### src/rtl/pewa_pkg.sv
// pewa_pkg: shared widths, reset values and register map of the power energy
// window averager
// no dependencies
package pewa_pkg;

    localparam int WINDOW_DEPTH_DEF = 64;

    localparam int WATTS_W   = 24;
    localparam int QUAL_W    = 8;
    localparam int TS_W      = 32;
    localparam int ENERGY_W  = 48;
    localparam int WIN_W     = 16;
    localparam int GAP_W     = 8;
    localparam int CNT_OUT_W = 7;

    localparam int IN_DATA_W  = 64;
    localparam int OUT_DATA_W = 112;

    localparam int APB_ADDR_W = 3;
    localparam int APB_DATA_W = 32;

    localparam logic [ENERGY_W-1:0] ENERGY_MAX = {ENERGY_W{1'b1}};

    localparam logic [WIN_W-1:0] WINDOW_RST  = WIN_W'(60);
    localparam logic [GAP_W-1:0] MAX_GAP_RST = GAP_W'(10);

    // register index as seen on paddr[2]
    localparam logic REG_WINDOW  = 1'b0;
    localparam logic REG_MAX_GAP = 1'b1;

endpackage

### src/rtl/pewa_ring.sv
// pewa_ring: ring storage of timestamped power samples
// one write port, one registered read port; uses pewa_pkg
module pewa_ring #(
    parameter int DEPTH = pewa_pkg::WINDOW_DEPTH_DEF,
    parameter int AW    = $clog2(DEPTH)
) (
    input  logic                        i_clk,
    input  logic                        i_we,
    input  logic [AW-1:0]               i_waddr,
    input  logic [pewa_pkg::WATTS_W-1:0] i_wpower,
    input  logic [pewa_pkg::TS_W-1:0]    i_wtime,
    input  logic                        i_re,
    input  logic [AW-1:0]               i_raddr,
    output logic [pewa_pkg::WATTS_W-1:0] o_rpower,
    output logic [pewa_pkg::TS_W-1:0]    o_rtime
);
    import pewa_pkg::*;

    logic [WATTS_W-1:0] r_power_mem [DEPTH];
    logic [TS_W-1:0]    r_time_mem  [DEPTH];

    always_ff @(posedge i_clk) begin
        if (i_we) begin
            r_power_mem[i_waddr] <= i_wpower;
            r_time_mem[i_waddr]  <= i_wtime;
        end
    end

    always_ff @(posedge i_clk) begin
        if (i_re) begin
            o_rpower <= r_power_mem[i_raddr];
            o_rtime  <= r_time_mem[i_raddr];
        end
    end

endmodule

### src/rtl/pewa_divider.sv
// pewa_divider: restoring unsigned divider, one quotient bit per cycle
// no package dependencies
module pewa_divider #(
    parameter int DVD_W = 31,
    parameter int DSR_W = 7
) (
    input  logic             i_clk,
    input  logic             i_rst_n,
    input  logic             i_start,
    input  logic [DVD_W-1:0] i_dividend,
    input  logic [DSR_W-1:0] i_divisor,
    output logic             o_done,
    output logic [DVD_W-1:0] o_quotient
);
    localparam int STEP_W = $clog2(DVD_W + 1);

    logic              r_busy;
    logic              r_done;
    logic [STEP_W-1:0] r_step;
    logic [DSR_W-1:0]  r_rem;
    logic [DVD_W-1:0]  r_quo;
    logic [DSR_W-1:0]  r_dsr;

    logic [DSR_W:0]    w_rem_sh;
    logic [DSR_W:0]    w_diff;
    logic              w_bit;

    assign w_rem_sh = {r_rem, r_quo[DVD_W-1]};
    assign w_diff   = w_rem_sh - {1'b0, r_dsr};
    assign w_bit    = ~w_diff[DSR_W];

    always_ff @(posedge i_clk) begin
        if (!i_rst_n) begin
            r_busy <= 1'b0;
            r_done <= 1'b0;
            r_step <= '0;
        end else begin
            r_done <= 1'b0;
            if (i_start) begin
                r_busy <= 1'b1;
                r_step <= STEP_W'(DVD_W);
            end else if (r_busy) begin
                r_step <= r_step - 1'b1;
                if (r_step == STEP_W'(1)) begin
                    r_busy <= 1'b0;
                    r_done <= 1'b1;
                end
            end
        end
    end

    always_ff @(posedge i_clk) begin
        if (i_start) begin
            r_rem <= '0;
            r_quo <= i_dividend;
            r_dsr <= i_divisor;
        end else if (r_busy) begin
            r_rem <= w_bit ? w_diff[DSR_W-1:0] : w_rem_sh[DSR_W-1:0];
            r_quo <= {r_quo[DVD_W-2:0], w_bit};
        end
    end

    assign o_done     = r_done;
    assign o_quotient = r_quo;

endmodule

### src/rtl/power_energy_window_averager.sv
// power_energy_window_averager: top level, sequencer, energy integration and
// newest-first window walk; uses pewa_pkg, pewa_ring, pewa_divider
//
// Takes one power sample at a time and returns one result per sample: the
// sample's power and quality code, the accumulated energy in milliwatt-seconds
// (saturating at 2^48-1) and the truncated mean of ring samples within
// window_len seconds of the newest timestamp. Energy adds power * gap only when
// the previous timestamp is non-zero, the new one is later, and the gap is at
// most max_gap_seconds; clear_energy zeroes the total first. The block works on
// one sample at a time and s_axis_tready is low while it does. The walk reads
// between 1 and WINDOW_DEPTH ring entries, newest first, one per cycle from the
// single memory read port, and the mean comes from a serial divider producing
// one quotient bit per cycle. The next sample is taken while a result waits in
// the output register. Registers: window_len at byte address 0,
// max_gap_seconds at 4.
module power_energy_window_averager #(
    parameter int WINDOW_DEPTH = pewa_pkg::WINDOW_DEPTH_DEF
) (
    input  logic                              i_clk,
    input  logic                              i_rst_n,
    // slave stream
    input  logic                              s_axis_tvalid,
    output logic                              s_axis_tready,
    // [23:0] watts_mw, [31:24] quality_code, [63:32] timestamp_s
    input  logic [pewa_pkg::IN_DATA_W-1:0]    s_axis_tdata,
    // [0] clear_energy
    input  logic                              s_axis_tuser,
    // master stream
    output logic                              m_axis_tvalid,
    input  logic                              m_axis_tready,
    // [23:0] current_watts_mw, [31:24] current_quality, [79:32] energy_mws,
    // [103:80] avg_watts_mw, [110:104] samples_in_window, [111] zero
    output logic [pewa_pkg::OUT_DATA_W-1:0]   m_axis_tdata,
    // configuration
    input  logic                              psel,
    input  logic                              penable,
    input  logic                              pwrite,
    input  logic [pewa_pkg::APB_ADDR_W-1:0]   paddr,
    input  logic [pewa_pkg::APB_DATA_W-1:0]   pwdata,
    output logic [pewa_pkg::APB_DATA_W-1:0]   prdata,
    output logic                              pready
);
    import pewa_pkg::*;

    localparam int AW    = $clog2(WINDOW_DEPTH);
    localparam int CNT_W = $clog2(WINDOW_DEPTH + 1);
    localparam int SUM_W = WATTS_W + CNT_W;
    localparam int PROD_W = WATTS_W + GAP_W;

    typedef enum logic [6:0] {
        S_IDLE = 7'b0000001,
        S_GAP  = 7'b0000010,
        S_MUL  = 7'b0000100,
        S_ACC  = 7'b0001000,
        S_WALK = 7'b0010000,
        S_DIV  = 7'b0100000,
        S_DONE = 7'b1000000
    } t_state;

    t_state r_state, n_state;

    // configuration registers
    logic [WIN_W-1:0] r_window;
    logic [GAP_W-1:0] r_max_gap;
    logic             w_cfg_wr;

    // latched sample
    logic [WATTS_W-1:0] r_watts;
    logic [QUAL_W-1:0]  r_qual;
    logic [TS_W-1:0]    r_ts;
    logic               r_clear;

    // energy path
    logic [TS_W-1:0]     r_last;
    logic [ENERGY_W-1:0] r_energy;
    logic [GAP_W-1:0]    r_gap;
    logic                r_add_en;
    logic [PROD_W-1:0]   r_prod;
    logic [TS_W-1:0]     w_gap;
    logic                w_add_en;
    logic [ENERGY_W:0]   w_energy_sum;

    // ring bookkeeping
    logic [AW-1:0]    r_head;
    logic [CNT_W-1:0] r_fill;

    // window walk
    logic [AW-1:0]    r_rd_ptr;
    logic [CNT_W-1:0] r_issued;
    logic             r_pend;
    logic [TS_W-1:0]  r_cutoff;
    logic             r_cut_neg;
    logic [SUM_W-1:0] r_sum;
    logic [CNT_W-1:0] r_cnt;
    logic [TS_W:0]    w_cutoff;
    logic             w_stop;
    logic             w_take;
    logic             w_issue;
    logic [SUM_W-1:0] n_sum;
    logic [CNT_W-1:0] n_cnt;

    logic [WATTS_W-1:0] w_rd_power;
    logic [TS_W-1:0]    w_rd_time;

    // divider
    logic             w_div_start;
    logic             w_div_done;
    logic [SUM_W-1:0] w_quotient;

    // output register
    logic                  r_out_valid;
    logic [OUT_DATA_W-1:0] r_out_data;
    logic                  w_out_load;
    logic [WATTS_W-1:0]    w_avg;

    // ---------------------------------------------------------------
    // configuration port, no wait states
    // ---------------------------------------------------------------
    assign pready   = 1'b1;
    assign w_cfg_wr = psel & penable & pwrite & pready;

    always_ff @(posedge i_clk) begin
        if (!i_rst_n) begin
            r_window  <= WINDOW_RST;
            r_max_gap <= MAX_GAP_RST;
        end else if (w_cfg_wr) begin
            if (paddr[2] == REG_WINDOW) begin
                r_window <= pwdata[WIN_W-1:0];
            end else begin
                r_max_gap <= pwdata[GAP_W-1:0];
            end
        end
    end

    assign prdata = (paddr[2] == REG_MAX_GAP) ? APB_DATA_W'(r_max_gap)
                                              : APB_DATA_W'(r_window);

    // ---------------------------------------------------------------
    // sequencer
    // ---------------------------------------------------------------
    assign s_axis_tready = (r_state == S_IDLE);
    assign w_out_load    = (r_state == S_DONE) && (!r_out_valid || m_axis_tready);

    always_comb begin
        n_state = r_state;
        unique case (r_state)
            S_IDLE: if (s_axis_tvalid) n_state = S_GAP;
            S_GAP:  n_state = S_MUL;
            S_MUL:  n_state = S_ACC;
            S_ACC:  n_state = S_WALK;
            S_WALK: if (!w_issue) n_state = S_DIV;
            S_DIV:  if (w_div_done) n_state = S_DONE;
            S_DONE: if (w_out_load) n_state = S_IDLE;
            default: n_state = S_IDLE;
        endcase
    end

    always_ff @(posedge i_clk) begin
        if (!i_rst_n) begin
            r_state <= S_IDLE;
        end else begin
            r_state <= n_state;
        end
    end

    // sample capture on the input transaction
    always_ff @(posedge i_clk) begin
        if (r_state == S_IDLE && s_axis_tvalid) begin
            r_watts <= s_axis_tdata[23:0];
            r_qual  <= s_axis_tdata[31:24];
            r_ts    <= s_axis_tdata[63:32];
            r_clear <= s_axis_tuser;
        end
    end

    // ---------------------------------------------------------------
    // energy: gap qualify, multiply, saturating accumulate
    // ---------------------------------------------------------------
    assign w_gap    = r_ts - r_last;
    assign w_add_en = (r_last != '0) && (r_ts > r_last) &&
                      (w_gap <= TS_W'(r_max_gap));
    assign w_energy_sum = {1'b0, r_energy} + (ENERGY_W + 1)'(r_prod);

    always_ff @(posedge i_clk) begin
        if (!i_rst_n) begin
            r_last   <= '0;
            r_energy <= '0;
        end else begin
            if (r_state == S_GAP) begin
                r_last <= r_ts;
                if (r_clear) begin
                    r_energy <= '0;
                end
            end
            if (r_state == S_ACC && r_add_en) begin
                // carry out of the 48-bit sum means saturate
                r_energy <= w_energy_sum[ENERGY_W] ? ENERGY_MAX
                                                   : w_energy_sum[ENERGY_W-1:0];
            end
        end
    end

    always_ff @(posedge i_clk) begin
        if (r_state == S_GAP) begin
            r_gap    <= w_gap[GAP_W-1:0];
            r_add_en <= w_add_en;
        end
        if (r_state == S_MUL) begin
            r_prod <= r_watts * r_gap;
        end
    end

    // ---------------------------------------------------------------
    // ring write and fill tracking
    // ---------------------------------------------------------------
    always_ff @(posedge i_clk) begin
        if (!i_rst_n) begin
            r_head <= '0;
            r_fill <= '0;
        end else if (r_state == S_GAP) begin
            r_head <= (r_head == AW'(WINDOW_DEPTH - 1)) ? '0 : r_head + 1'b1;
            if (r_fill != CNT_W'(WINDOW_DEPTH)) begin
                r_fill <= r_fill + 1'b1;
            end
        end
    end

    // ---------------------------------------------------------------
    // window walk, newest first; one read issued per cycle, data checked
    // the cycle after
    // ---------------------------------------------------------------
    assign w_cutoff = {1'b0, r_ts} - (TS_W + 1)'(r_window);

    // negative cutoff lets every stored entry qualify
    assign w_stop  = r_pend && !r_cut_neg && (w_rd_time < r_cutoff);
    assign w_take  = r_pend && !w_stop;
    assign w_issue = (r_state == S_WALK) && !w_stop && (r_issued != r_fill);

    assign n_sum = w_take ? r_sum + SUM_W'(w_rd_power) : r_sum;
    assign n_cnt = w_take ? r_cnt + 1'b1 : r_cnt;

    always_ff @(posedge i_clk) begin
        if (!i_rst_n) begin
            r_pend <= 1'b0;
        end else begin
            r_pend <= w_issue;
        end
    end

    always_ff @(posedge i_clk) begin
        if (r_state == S_GAP) begin
            r_rd_ptr  <= r_head;
            r_issued  <= '0;
            r_sum     <= '0;
            r_cnt     <= '0;
            r_cutoff  <= w_cutoff[TS_W-1:0];
            r_cut_neg <= w_cutoff[TS_W];
        end else if (r_state == S_WALK) begin
            r_sum <= n_sum;
            r_cnt <= n_cnt;
            if (w_issue) begin
                r_rd_ptr <= (r_rd_ptr == '0) ? AW'(WINDOW_DEPTH - 1) : r_rd_ptr - 1'b1;
                r_issued <= r_issued + 1'b1;
            end
        end
    end

    pewa_ring #(
        .DEPTH (WINDOW_DEPTH),
        .AW    (AW)
    ) u_ring (
        .i_clk    (i_clk),
        .i_we     (r_state == S_GAP),
        .i_waddr  (r_head),
        .i_wpower (r_watts),
        .i_wtime  (r_ts),
        .i_re     (w_issue),
        .i_raddr  (r_rd_ptr),
        .o_rpower (w_rd_power),
        .o_rtime  (w_rd_time)
    );

    // ---------------------------------------------------------------
    // mean: serial divide started on the last walk cycle
    // ---------------------------------------------------------------
    assign w_div_start = (r_state == S_WALK) && !w_issue;

    pewa_divider #(
        .DVD_W (SUM_W),
        .DSR_W (CNT_W)
    ) u_div (
        .i_clk      (i_clk),
        .i_rst_n    (i_rst_n),
        .i_start    (w_div_start),
        .i_dividend (n_sum),
        .i_divisor  (n_cnt),
        .o_done     (w_div_done),
        .o_quotient (w_quotient)
    );

    assign w_avg = (r_cnt != '0) ? w_quotient[WATTS_W-1:0] : '0;

    // ---------------------------------------------------------------
    // output register
    // ---------------------------------------------------------------
    always_ff @(posedge i_clk) begin
        if (!i_rst_n) begin
            r_out_valid <= 1'b0;
        end else if (w_out_load) begin
            r_out_valid <= 1'b1;
        end else if (m_axis_tready) begin
            r_out_valid <= 1'b0;
        end
    end

    always_ff @(posedge i_clk) begin
        if (w_out_load) begin
            r_out_data <= {1'b0, CNT_OUT_W'(r_cnt), w_avg, r_energy, r_qual, r_watts};
        end
    end

    assign m_axis_tvalid = r_out_valid;
    assign m_axis_tdata  = r_out_data;

endmodule

### config.mk
export PLATFORM = sky130hd
export DESIGN_NAME = power_energy_window_averager
export DESIGN_NICKNAME = d
export VERILOG_FILES = /design/src/rtl/pewa_pkg.sv /design/src/rtl/pewa_ring.sv /design/src/rtl/pewa_divider.sv /design/src/rtl/power_energy_window_averager.sv
export SDC_FILE = /design/constraint.sdc
export NUM_CORES = 2
export LEC_CHECK = 0
export ABC_CLOCK_PERIOD_IN_PS = 10500
export BUFFER_PORTS_ARGS = -buffer_cell sky130_fd_sc_hd__buf_2
export CAP_MARGIN = 20
export CORE_MARGIN = 3
export CORE_UTILIZATION = 40
export DETAILED_ROUTE_END_ITERATION = 8
export SKIP_CTS_REPAIR_TIMING = 1
export SYNTH_ARGS = -nofsm -noshare
export SYNTH_HDL_FRONTEND = slang
export SYNTH_HIERARCHICAL = 1
export SYNTH_SLANG_ARGS = --single-unit
### constraint.sdc
create_clock -name i_clk -period 10.5 [get_ports i_clk]
set_input_delay 3.15 -clock i_clk [delete_from_list [all_inputs] [get_ports i_clk]]
set_output_delay 3.15 -clock i_clk [all_outputs]
set_load 0.01 [all_outputs]
Word-level counts from Yosys, hierarchy flattened
Memory sizes are Yosys's and may differ from the RTL's. A register that Yosys moved wholly into a read port is not among the register bits.
Cells that the tools add are included.
Storage, ports and cells
  bits in registers: 479
  memory bits (writable): 3584
  input bits: 107
  memories kept: 2
Memories
  u_ring.r_time_mem: depth 64, width 32, read ports 1, clocked after memory_dff 1, write ports 1, line pewa_ring.sv:20  | logic [TS_W-1:0] r_time_mem [DEPTH];
  u_ring.r_power_mem: depth 64, width 24, read ports 1, clocked after memory_dff 1, write ports 1, line pewa_ring.sv:19  | logic [WATTS_W-1:0] r_power_mem [DEPTH];
Cells by class
  add/subtract/negate cells: 11
  $mul: 1
  magnitude comparators: 3
  equality and inequality tests: 15
  multiplexer cells: 30
  bitwise logic cells: 6
  reduce and logical (&&, ||, !) cells: 33
Operator list (count)
  48-bit 2-to-1 mux: 4
  31-bit 2-to-1 mux: 3
  48-bit by 32-bit adder with 49-bit output: 1
  7-bit one-hot mux with 7 select lines: 1
  7-bit 2-to-1 mux: 6
  32-bit by 16-bit subtractor with 33-bit output: 1
  32-bit > comparator: 1
  32-bit by 8-bit less-or-equal comparator with 1-bit output: 1
  32-bit less-than comparator: 1
  24-bit by 8-bit multiplier with 32-bit output: 1
  32-bit nonzero test: 1
  32-bit subtractor: 1
  31-bit by 24-bit adder with 31-bit output: 1
  6-bit 2-to-1 mux: 5
  7-bit by 1-bit adder with 7-bit output, second input constant: 3
  16-bit 2-to-1 mux: 1
  2-bit AND reduction: 6
  2-bit nonzero test: 6
  1-bit logical AND: 11
  5-bit 2-to-1 mux: 2
  1-bit 2-to-1 mux: 8
  8-bit by 7-bit subtractor with 8-bit output: 1
  7-bit by 1-bit equality test with 1-bit output, second input constant: 1
  7-bit by 2-bit equality test with 1-bit output, second input constant: 1
  other kinds (22): 31

Depth between registers and ports, before layout
  depth in word-level cells: 9
  mapped depth: 23

Modules after synthesis
The synthesis kept the hierarchy.
By module, submodules not included
  pewa_ring: instances 1, cells an instance 5783, area an instance 136981.4 um^2, sequential area each 109304.8 um^2
  power_energy_window_averager: instances 1, cells an instance 2871, area an instance 27971.8 um^2, sequential area each 11110.7 um^2
  pewa_divider: instances 1, cells an instance 198, area an instance 2504.9 um^2, sequential area each 1421.4 um^2

Worst setup path before layout
Ideal clock, no wire load.
  kind: input to register
  start: in m_axis_tready
  end: reg r_out_data[0] (netlist: m_axis_tdata[0]), enable pin
  setup time: 0.595 ns
  data arrival time: 8.182 ns
  path slack: 1.724 ns
  stages on the path: 2
  buffers on the path: 0
  cell sequence: nand2b_1 -> nor2b_1
Between the ends
  longest elaborated chain between the ends: 2
RTL lines
  start: declaration: line power_energy_window_averager.sv:30  | input logic m_axis_tready,
  1-bit logical OR: line power_energy_window_averager.sv:142  | assign w_out_load = (r_state == S_DONE) && (!r_out_valid || m_axis_tready);
  1-bit logical AND: line power_energy_window_averager.sv:142
  net w_out_load: line power_energy_window_averager.sv:113  | logic w_out_load;
  end signal: assignment: line power_energy_window_averager.sv:318  | r_out_data <= {1'b0, CNT_OUT_W'(r_cnt), w_avg, r_energy, r_qual, r_watts};
  end: declaration: line power_energy_window_averager.sv:112  | logic [OUT_DATA_W-1:0] r_out_data;
The timed path passes the listed nets, and every way through them passes these cells.
A chain may end at the register's enable or synchronous reset.

Final worst setup path
  start: in paddr[2] (netlist bit)
  end: out prdata[0] (netlist bit)
Between the ends
  longest elaborated chain between the ends: 1
RTL lines
  start: declaration: line power_energy_window_averager.sv:38  | input logic [pewa_pkg::APB_ADDR_W-1:0] paddr,
  16-bit 2-to-1 mux: line power_energy_window_averager.sv:135  | assign prdata = (paddr[2] == REG_MAX_GAP) ? APB_DATA_W'(r_max_gap)
  end: declaration: line power_energy_window_averager.sv:40  | output logic [pewa_pkg::APB_DATA_W-1:0] prdata,
No other way between the ends.

==> flow_metrics.tcl <==
set metrics [dict create \
    synth_top_area_cell "edfxtp_1" \
    fin_skew_ns 0.0737 \
    top_layer "met5" \
    worst_pin_slew_ns 1.24 \
    pwr-share-clk_pct 33.3 \
    clock_sinks 4119 \
    grt_pass1_vias 89800 \
    fp.dieH_microns 653 \
    setup_viol 0 \
    io-pin-count 254 \
    rsz0062_at_grt "false" \
    p_comb_share_pct 21.5 \
    dpl.hpwl_microns 285000 \
    postRouteAntennaNets 0 \
    synth_warnings 6 \
    routabilityCongestion 0.852 \
    critPathBufInv 2 \
    overflow 0 \
    min_path_type "register to register" \
    crit_family "buffers and inverters" \
    die_w_microns 653 \
    ys_top_cells_by_area "edfxtp_1 71%, mux4_2 12%, dfxtp_1 2.2%" \
    switchingPower_mw 12.4 \
    path_cells "buf_2, mux2_2, buf_2" \
    path_clk_slew_ns 0.06 \
    p_int_mw 31.0 \
    dpl_worst_slack_ns 3.04 \
    fillers 34800 \
    cp-end-kind "primary output" \
    avgViaCountPerCell 5.96 \
    criticalPathCategory "primary input to primary output" \
    max-cap-violations 0 \
    status "finished, final reports clean" \
    core_area_sq_mm 0.415 \
    rows 236 \
    met1_length_microns 191000 \
    syn_to_final_growth_pct 13.3 \
    final_hold_viol_count 0 \
    crit_slowest_cell "buf_2" \
    cp.arrival_ns 4.21 \
    p_leak_nw 61.5 \
    period_needed_ns 7.36 \
    yosysSeqAreaShare_pct 72.8 \
    relSlewSlack_pct 16.7 \
    worst-r2r-setup-slack_ns 4.04 \
    wl_microns 490000 \
    ys_types 84 \
    critPathMaxFanout 26 \
    cp.required_ns 7.35 \
    ys_ff_latch 4119 \
    ys_async_sr_fraction_pct 0 \
    switching_share_pct 28.6 \
    cts_max_path_buffers 4 \
    critical_path.most_common_cell "buf_2" \
    yosys.cell_count.top_type "edfxtp_1" \
    cpPeakStageDelay_ns 0.51 \
    netlist_top_cells_count "3934 x edfxtp_1, 876 x mux4_2, 400 x nand2_1" \
    antenna_found_initial 38 \
    cts-buffers-inserted 417 \
    grt_max_degree 137 \
    htreeDepth 5 \
    finalCritPeriodShare_pct 70.1 \
    grt_pass1_wl_microns 686000 \
    drcViolationCount 0 \
    syn_area_sq_mm 0.167 \
    synth_edf_count 3934 \
    drive_gt1_share_pct 22.4 \
    root_buffer "clkbuf_16" \
    avgSynthCellArea_sq_um 18.9 \
    portBuffers 217 \
    vdd_ir_drop_max_mv 0.296 \
    synth_top_area_share_pct 70.5 \
    first_pass_iters 5 \
    met2_length_microns 237000 \
    pwr-share-seq_pct 45.2 \
    p_per_area_mw_per_mm2 229 \
    met3RoutedLength_microns 44500 \
    track_usage_pct 22.6 \
    final_nets 9798 \
    max_freq_mhz 136 \
    crit_path_start_kind "primary input" \
    dieArea_sq_mm 0.426 \
    final.setup.tns_ns 0 \
    routedWlPerCell_microns 32.3 \
    first_iter_violations 11600 \
    postLayoutSetupSlackWorst_ns 3.14 \
    start_util_pct 40.3 \
    vias 90600 \
    slew_viol_final 0 \
    clock_latency_ns 0.98 \
    synthCells 8852 \
    dominantRegCellSynth "edfxtp_1" \
    cts_tree "built" \
]
-- worst reg2reg max path, cell delays in order (launching register included) --
cell	delay, ns
edfxtp_1	0.82
buf_4	0.71
and2_1	0.38
fa_1	0.46
fa_1	0.40
fa_1	0.54
fa_1	0.42
ha_1	0.38
a21o_1	0.20
a21o_1	0.18
a21oi_1	0.14
nor2_1	0.06
a211oi_1	0.18
o21ai_0	0.16
o41ai_1	0.66
o2111ai_1	0.23
a21oi_1	0.21
xnor2_1	0.08
-- kinds of logic (layout without fill, tap and decap cells) --
logic type,count (synthesis),count (layout),synth area share [%]
other,2,41,0.00448
muxes,997,997,12.6
DFF,4119,4119,72.8
adders and majority gates,349,349,3.22
and+or+nand+nor,1360,1360,4.00
xor gates and xnor gates,174,174,0.910
buffers and inverters,739,1564,1.95
AOI/OAI and AO/OA,1112,1112,4.59
-- registers in the layout, indices dropped and copies added, names as in the netlist, 32 cells and up --
name and cells:
u_ring/o_rtime 32, r_prod 32, r_ts 32, r_cutoff 32
r_energy 48, u_ring/r_time_mem 2048, u_ring/r_power_mem 1536, r_last 32
m_axis_tdata 111
-- final cells by class --
cell class / count / area [sq um] / share of cell area, %
sequential: 4119 / 122000 / 64.2
multi-input combinational: 4010 / 43000 / 22.7
clock buffer: 502 / 10900 / 5.75
tap: 5474 / 6850 / 3.61
timing repair buffer: 498 / 3550 / 1.87
clock inverter: 268 / 2340 / 1.24
inverter: 296 / 1120 / 0.588
antenna: 23 / 57.6 / 0.0303
-- power by group through the flow --
| stage | combinational (mW) | sequential, mW | clock (mW) |
|---|---|---|---|
| finish | 9.32 | 19.6 | 14.5 |
| floorplan | 5.94 | 20.4 | 0 |
| global route | 10.3 | 19.7 | 15.4 |
| detailed placement | 9.32 | 20.0 | 0 |
| CTS | 9.36 | 19.7 | 14.7 |
| global placement | 9.18 | 20.0 | 0 |
-- layout by cell type, fill, tap and decap left out, drive strengths merged, types with 21 or more instances in the layout --
cell    synthesis  final
xor2           58     58
a21o           63     63
a21oi         163    163
dfxtp         185    185
fa            137    137
a31oi          32     32
mux4          876    876
and2          200    200
inv           296    312
o221ai        105    105
nand2b         39     39
clkbuf        227    502
and3           85     85
o21a           21     21
o21ai         146    146
nand3         147    147
nor3           42     42
o22ai         111    111
nand2         400    400
a22oi         235    235
xnor2         116    116
mux2i          36     36
ha            212    212
mux2           85     85
a211oi         47     47
nand4          41     41
diode           0     23
nor2          269    269
buf           216    498
bufinv          0     27
edfxtp       3934   3934
clkinv          0    205
nor2b          59     59
a21boi         85     85
-- routing by layer --
layer / global-route usage (%) / vias to the layer above
li1: - / 36700
met1: 30.6 / 48500
met2: 37.3 / 4543
met3: 3.92 / 832
met4: 7.32 / 6
met5: 0 / -
-- through the flow --
| step | hold slack (ns) | cell area, sq um | total power [mW] | util (%) | std cells |
|---|---|---|---|---|---|
| after detailed placement | 0.406 | 176000 | 29.3 | 42.5 | 14400 |
| after global placement | 0.402 | 176000 | 29.2 | 42.4 | 14400 |
| after CTS | 0.418 | 190000 | 43.7 | 45.7 | 15200 |
| final | 0.418 | 190000 | 43.4 | 45.7 | 15200 |
| after floorplan | 0.400 | 168000 | 26.4 | - | 8868 |
| after global routing | 0.419 | 190000 | 45.3 | 45.7 | 15200 |
-- final timing paths --
path,from,endpoint,cells past startpoint
max,paddr[2],prdata[0],3
min reg2reg,r_qual[7]$_DFFE_PP_,m_axis_tdata[31]$_DFFE_PP_,0
min,r_qual[7]$_DFFE_PP_,m_axis_tdata[31]$_DFFE_PP_,0
max reg2reg,r_watts[9]$_DFFE_PP_,r_prod[30]$_DFFE_PP_,17
(Power assumes the default switching activity.)
